===== src/hdl/pbof_ram.sv =====
`default_nettype none
// ----------------------------------------------------------------------------
// pbof_ram
// Generic single write port, single read port RAM with registered read.
// ----------------------------------------------------------------------------
module pbof_ram #(
	parameter int WIDTH = 8,
	parameter int DEPTH = 16
) (
	input  wire                     clk,
	input  wire                     wr_en,
	input  wire [$clog2(DEPTH)-1:0] wr_addr,
	input  wire [WIDTH-1:0]         wr_data,
	input  wire                     rd_en,
	input  wire [$clog2(DEPTH)-1:0] rd_addr,
	output logic [WIDTH-1:0]        rd_data
);
	logic [WIDTH-1:0] mem_q [DEPTH];

	always_ff @(posedge clk) begin
		if (wr_en) begin
			mem_q[wr_addr] <= wr_data;
		end
		if (rd_en) begin
			rd_data <= mem_q[rd_addr];
		end
	end
endmodule
`default_nettype wire


===== config.mk =====
export PLATFORM = sky130hd
export DESIGN_NAME = pbof_ram
export DESIGN_NICKNAME = d
export VERILOG_FILES = /design/src/hdl/pbof_ram.sv
export SDC_FILE = /design/constraint.sdc
export NUM_CORES = 1
export LEC_CHECK = 0
export BUFFER_PORTS_ARGS = -buffer_cell sky130_fd_sc_hd__buf_2
export CAP_MARGIN = 20
export CORE_UTILIZATION = 50
export CTS_BUF_LIST = sky130_fd_sc_hd__clkbuf_8
export DETAILED_ROUTE_END_ITERATION = 12
export PLACE_DENSITY = 0.67
export SLEW_MARGIN = 5
export SYNTH_ARGS = -nofsm -noshare
export SYNTH_HDL_FRONTEND = slang
export SYNTH_SLANG_ARGS = --single-unit

===== constraint.sdc =====
create_clock -name clk -period 3.9 [get_ports clk]
set_input_delay 0.78 -clock clk [delete_from_list [all_inputs] [get_ports clk]]
set_output_delay 0.78 -clock clk [all_outputs]
set_load 0.02 [all_outputs]

==> results.json <==
{
  "vias_per_cell": 5.666,
  "first_pass_iters": 4,
  "floorplan.rows": 36,
  "die_w_um": 104.3,
  "setup_viol": 0,
  "status": "finished clean",
  "ys.flop_type": "edfxtp_1",
  "final_cell_count_no_fill": 416,
  "fmax_mhz": 436.6,
  "synth_top_area_share": 0.7812,
  "core_mm2": 0.009955,
  "num_vias": 2357,
  "fin_crit_sh": 0.5873,
  "cp_max_fo": 14,
  "layout-drive-gt1-share": 0.2756,
  "fill_cells": 726,
  "tritoncts": "yes",
  "skew_ns": 0.005646,
  "grt_pass1_wl_um": 14500,
  "fin_total_pwr_w": 0.002829,
  "reg2reg_slack_ns": 2.35,
  "layout.nets": 289,
  "gp_congestion": 0.6921,
  "globalRouteTotalUtil": 0.1937,
  "synth_seq_cells": 136,
  "h-tree-depth": 4,
  "cts.sinks": 136,
  "fin_crit_ns": 2.291,
  "hold-path-endpoint": "mem_q[0][7]",
  "grt_pass1_vias": 2442,
  "finalWirelength_um": 9506,
  "avgSynthCellArea_um2": 22.83,
  "ys_seq_area_frac": 0.7812,
  "start_util": 0.5251,
  "drtIter0Drc": 161,
  "critical_path_class": "input pin to flip-flop",
  "finalHoldViolations": 0,
  "crit_path_end_kind": "flip-flop",
  "ir_drop_uv": 178.2,
  "power_leakage_nw": 1.941,
  "clock_path_buffers": 2,
  "grt_max_degree": 33,
  "post-cts-setup-buffers": 0,
  "cts_resized": 0,
  "synth-async-reset-ratio": 0,
  "slew-limit-headroom": 0.3463,
  "fin_ws_ns": 1.609,
  "grt-ovfl-total": 0,
  "yosys-top-cells-count": "edfxtp_1, mux4_2, a22oi_1, mux4_1, nor2_1",
  "syn_nets": 248,
  "drv_slew": 0,
  "cts-buffers-inserted": 17,
  "clkSlewWorstSetupHoldPaths_ns": 0.07,
  "ys_warn_count": 0,
  "place_ws_ns": 1.145,
  "io_buffers": 26,
  "antenna_found_initial": 0,
  "cts-hold-fix-buffers": 0,
  "tns_ns": 0,
  "r2r_end": "rd_data[1]",
  "yosysMostFrequentCell": "edfxtp_1",
  "hp-start": "wr_data[7]",
  "clk_latency_ns": 0.42,
  "drc_errors": 0,
  "timing.hold.worst_path_depth": 1,
  "worstMarginPinSlew_ns": 0.9769,
  "synth_cells": 229,
  "r2r-start": "mem_q[10][1]",
  "synth_area_leaders": "edfxtp_1, mux4_2, mux4_1",
  "place_inst": 384,
  "n_antenna_cell": 0,
  "rsz0062_at_grt": "no",
  "die-area_mm2": 0.01087,
  "synth-edff-count": 136,
  "cp.arrival_ns": 2.44,
  "powerDensity_mw_per_mm2": 484.6,
  "rr_worst_depth": 3,
  "yosysTopAreaCell": "edfxtp_1",
  "hpwl_um": 5903,
  "worstPathRequired_ns": 4.05,
  "wl_per_cell_um": 22.85,
  "synth_area_mm2": 0.005228,
  "hp-class": "input pin to flip-flop",
  "areaGrowthSynthToFinish_pct": 11.68,
  "ioPinCount": 27,
  "postRouteAntennaNets": 0,
  "synth_cell_types": 18,
  "cp-start-kind": "input pin",
  "fp.dieH_um": 104.3,
  "cts_root_buffer": "clkbuf_8",
  "cap_violations": 0
}
[worst max-delay path, cell delays in order]
cell,delay (ns)
buf_2,0.34
buf_4,0.32
mux4_1,0.57
a22oi_1,0.28
nand2_1,0.12
[cell type report]
type                    count  area (um2)  area share
multi-input cells          83        1057      0.1811
clock buffers              17       234.0     0.04008
repair buffers             32       175.2     0.03000
clock inverters            15       121.4     0.02079
well taps                 133       166.4     0.02850
flip-flops and latches    136        4084      0.6995
[logic make-up (layout without fill, tap and decap cells)]
logic type / after synthesis / in the layout / synth area share
AOI/OAI and AO/OA: 16 / 16 / 0.02298
buffers and inverters: 10 / 64 / 0.01651
DFF: 136 / 136 / 0.7812
muxes: 32 / 32 / 0.1479
and+or+nand+nor: 35 / 35 / 0.03136
[report_power, final]
part / leakage [nW] / internal [W] / total (W) / switching, W
clock: 0.201 / 0.000547 / 0.00103 / 0.000479
sequential: 1.24 / 0.00165 / 0.00166 / 0.00000955
combinational: 0.504 / 0.0000587 / 0.000147 / 0.0000886
[state kept, by name, indices dropped and copies added (netlist names)]
| register | flops |
|---|---|
| mem_q | 128 |
| rd_data | 8 |
[metal layers]
layer,global-route usage,vias up,share of wire
li1,-,1057,-
met1,0.2643,1207,0.43
met2,0.3033,82,0.50
met3,0.04699,11,0.055
met4,0.07755,0,0.014
met5,0,-,0
[how the worst max path moves through the flow]
stage               cells past startpoint          end  slack [ns]        from
finish                                  5   rd_data[1]        1.61  rd_addr[0]
floorplan                               2  mem_q[0][0]        1.63  wr_addr[2]
global route                            5   rd_data[1]        1.54  rd_addr[0]
detailed placement                      5   rd_data[1]        1.14  rd_addr[0]
global placement                        5   rd_data[1]        1.19  rd_addr[0]
CTS                                     5   rd_data[1]        1.59  rd_addr[0]
[per-stage QoR]
| step | hold slack (ns) | utilization | area (um2) |
|---|---|---|---|
| after floorplan | 0.7048 | - | 5228 |
| after global placement | 0.7302 | 0.5508 | 5483 |
| after detailed placement | 0.7435 | 0.5508 | 5483 |
| after CTS | 0.7101 | 0.5865 | 5838 |
| after global routing | 0.7201 | 0.5865 | 5838 |
| final | 0.7436 | 0.5865 | 5838 |
[layout by cell type, fill, tap and decap left out, types with 2 or more instances in the layout]
cell / count
mux4_1: 14
nand2_1: 9
nand2b_1: 2
nor2_1: 13
clkinv_2: 7
clkbuf_8: 17
nor3_1: 4
bufinv_16: 2
buf_2: 26
buf_4: 6
edfxtp_1: 136
inv_1: 4
nand3b_1: 2
a22oi_1: 16
mux4_2: 18
(Power assumes the default switching activity.)
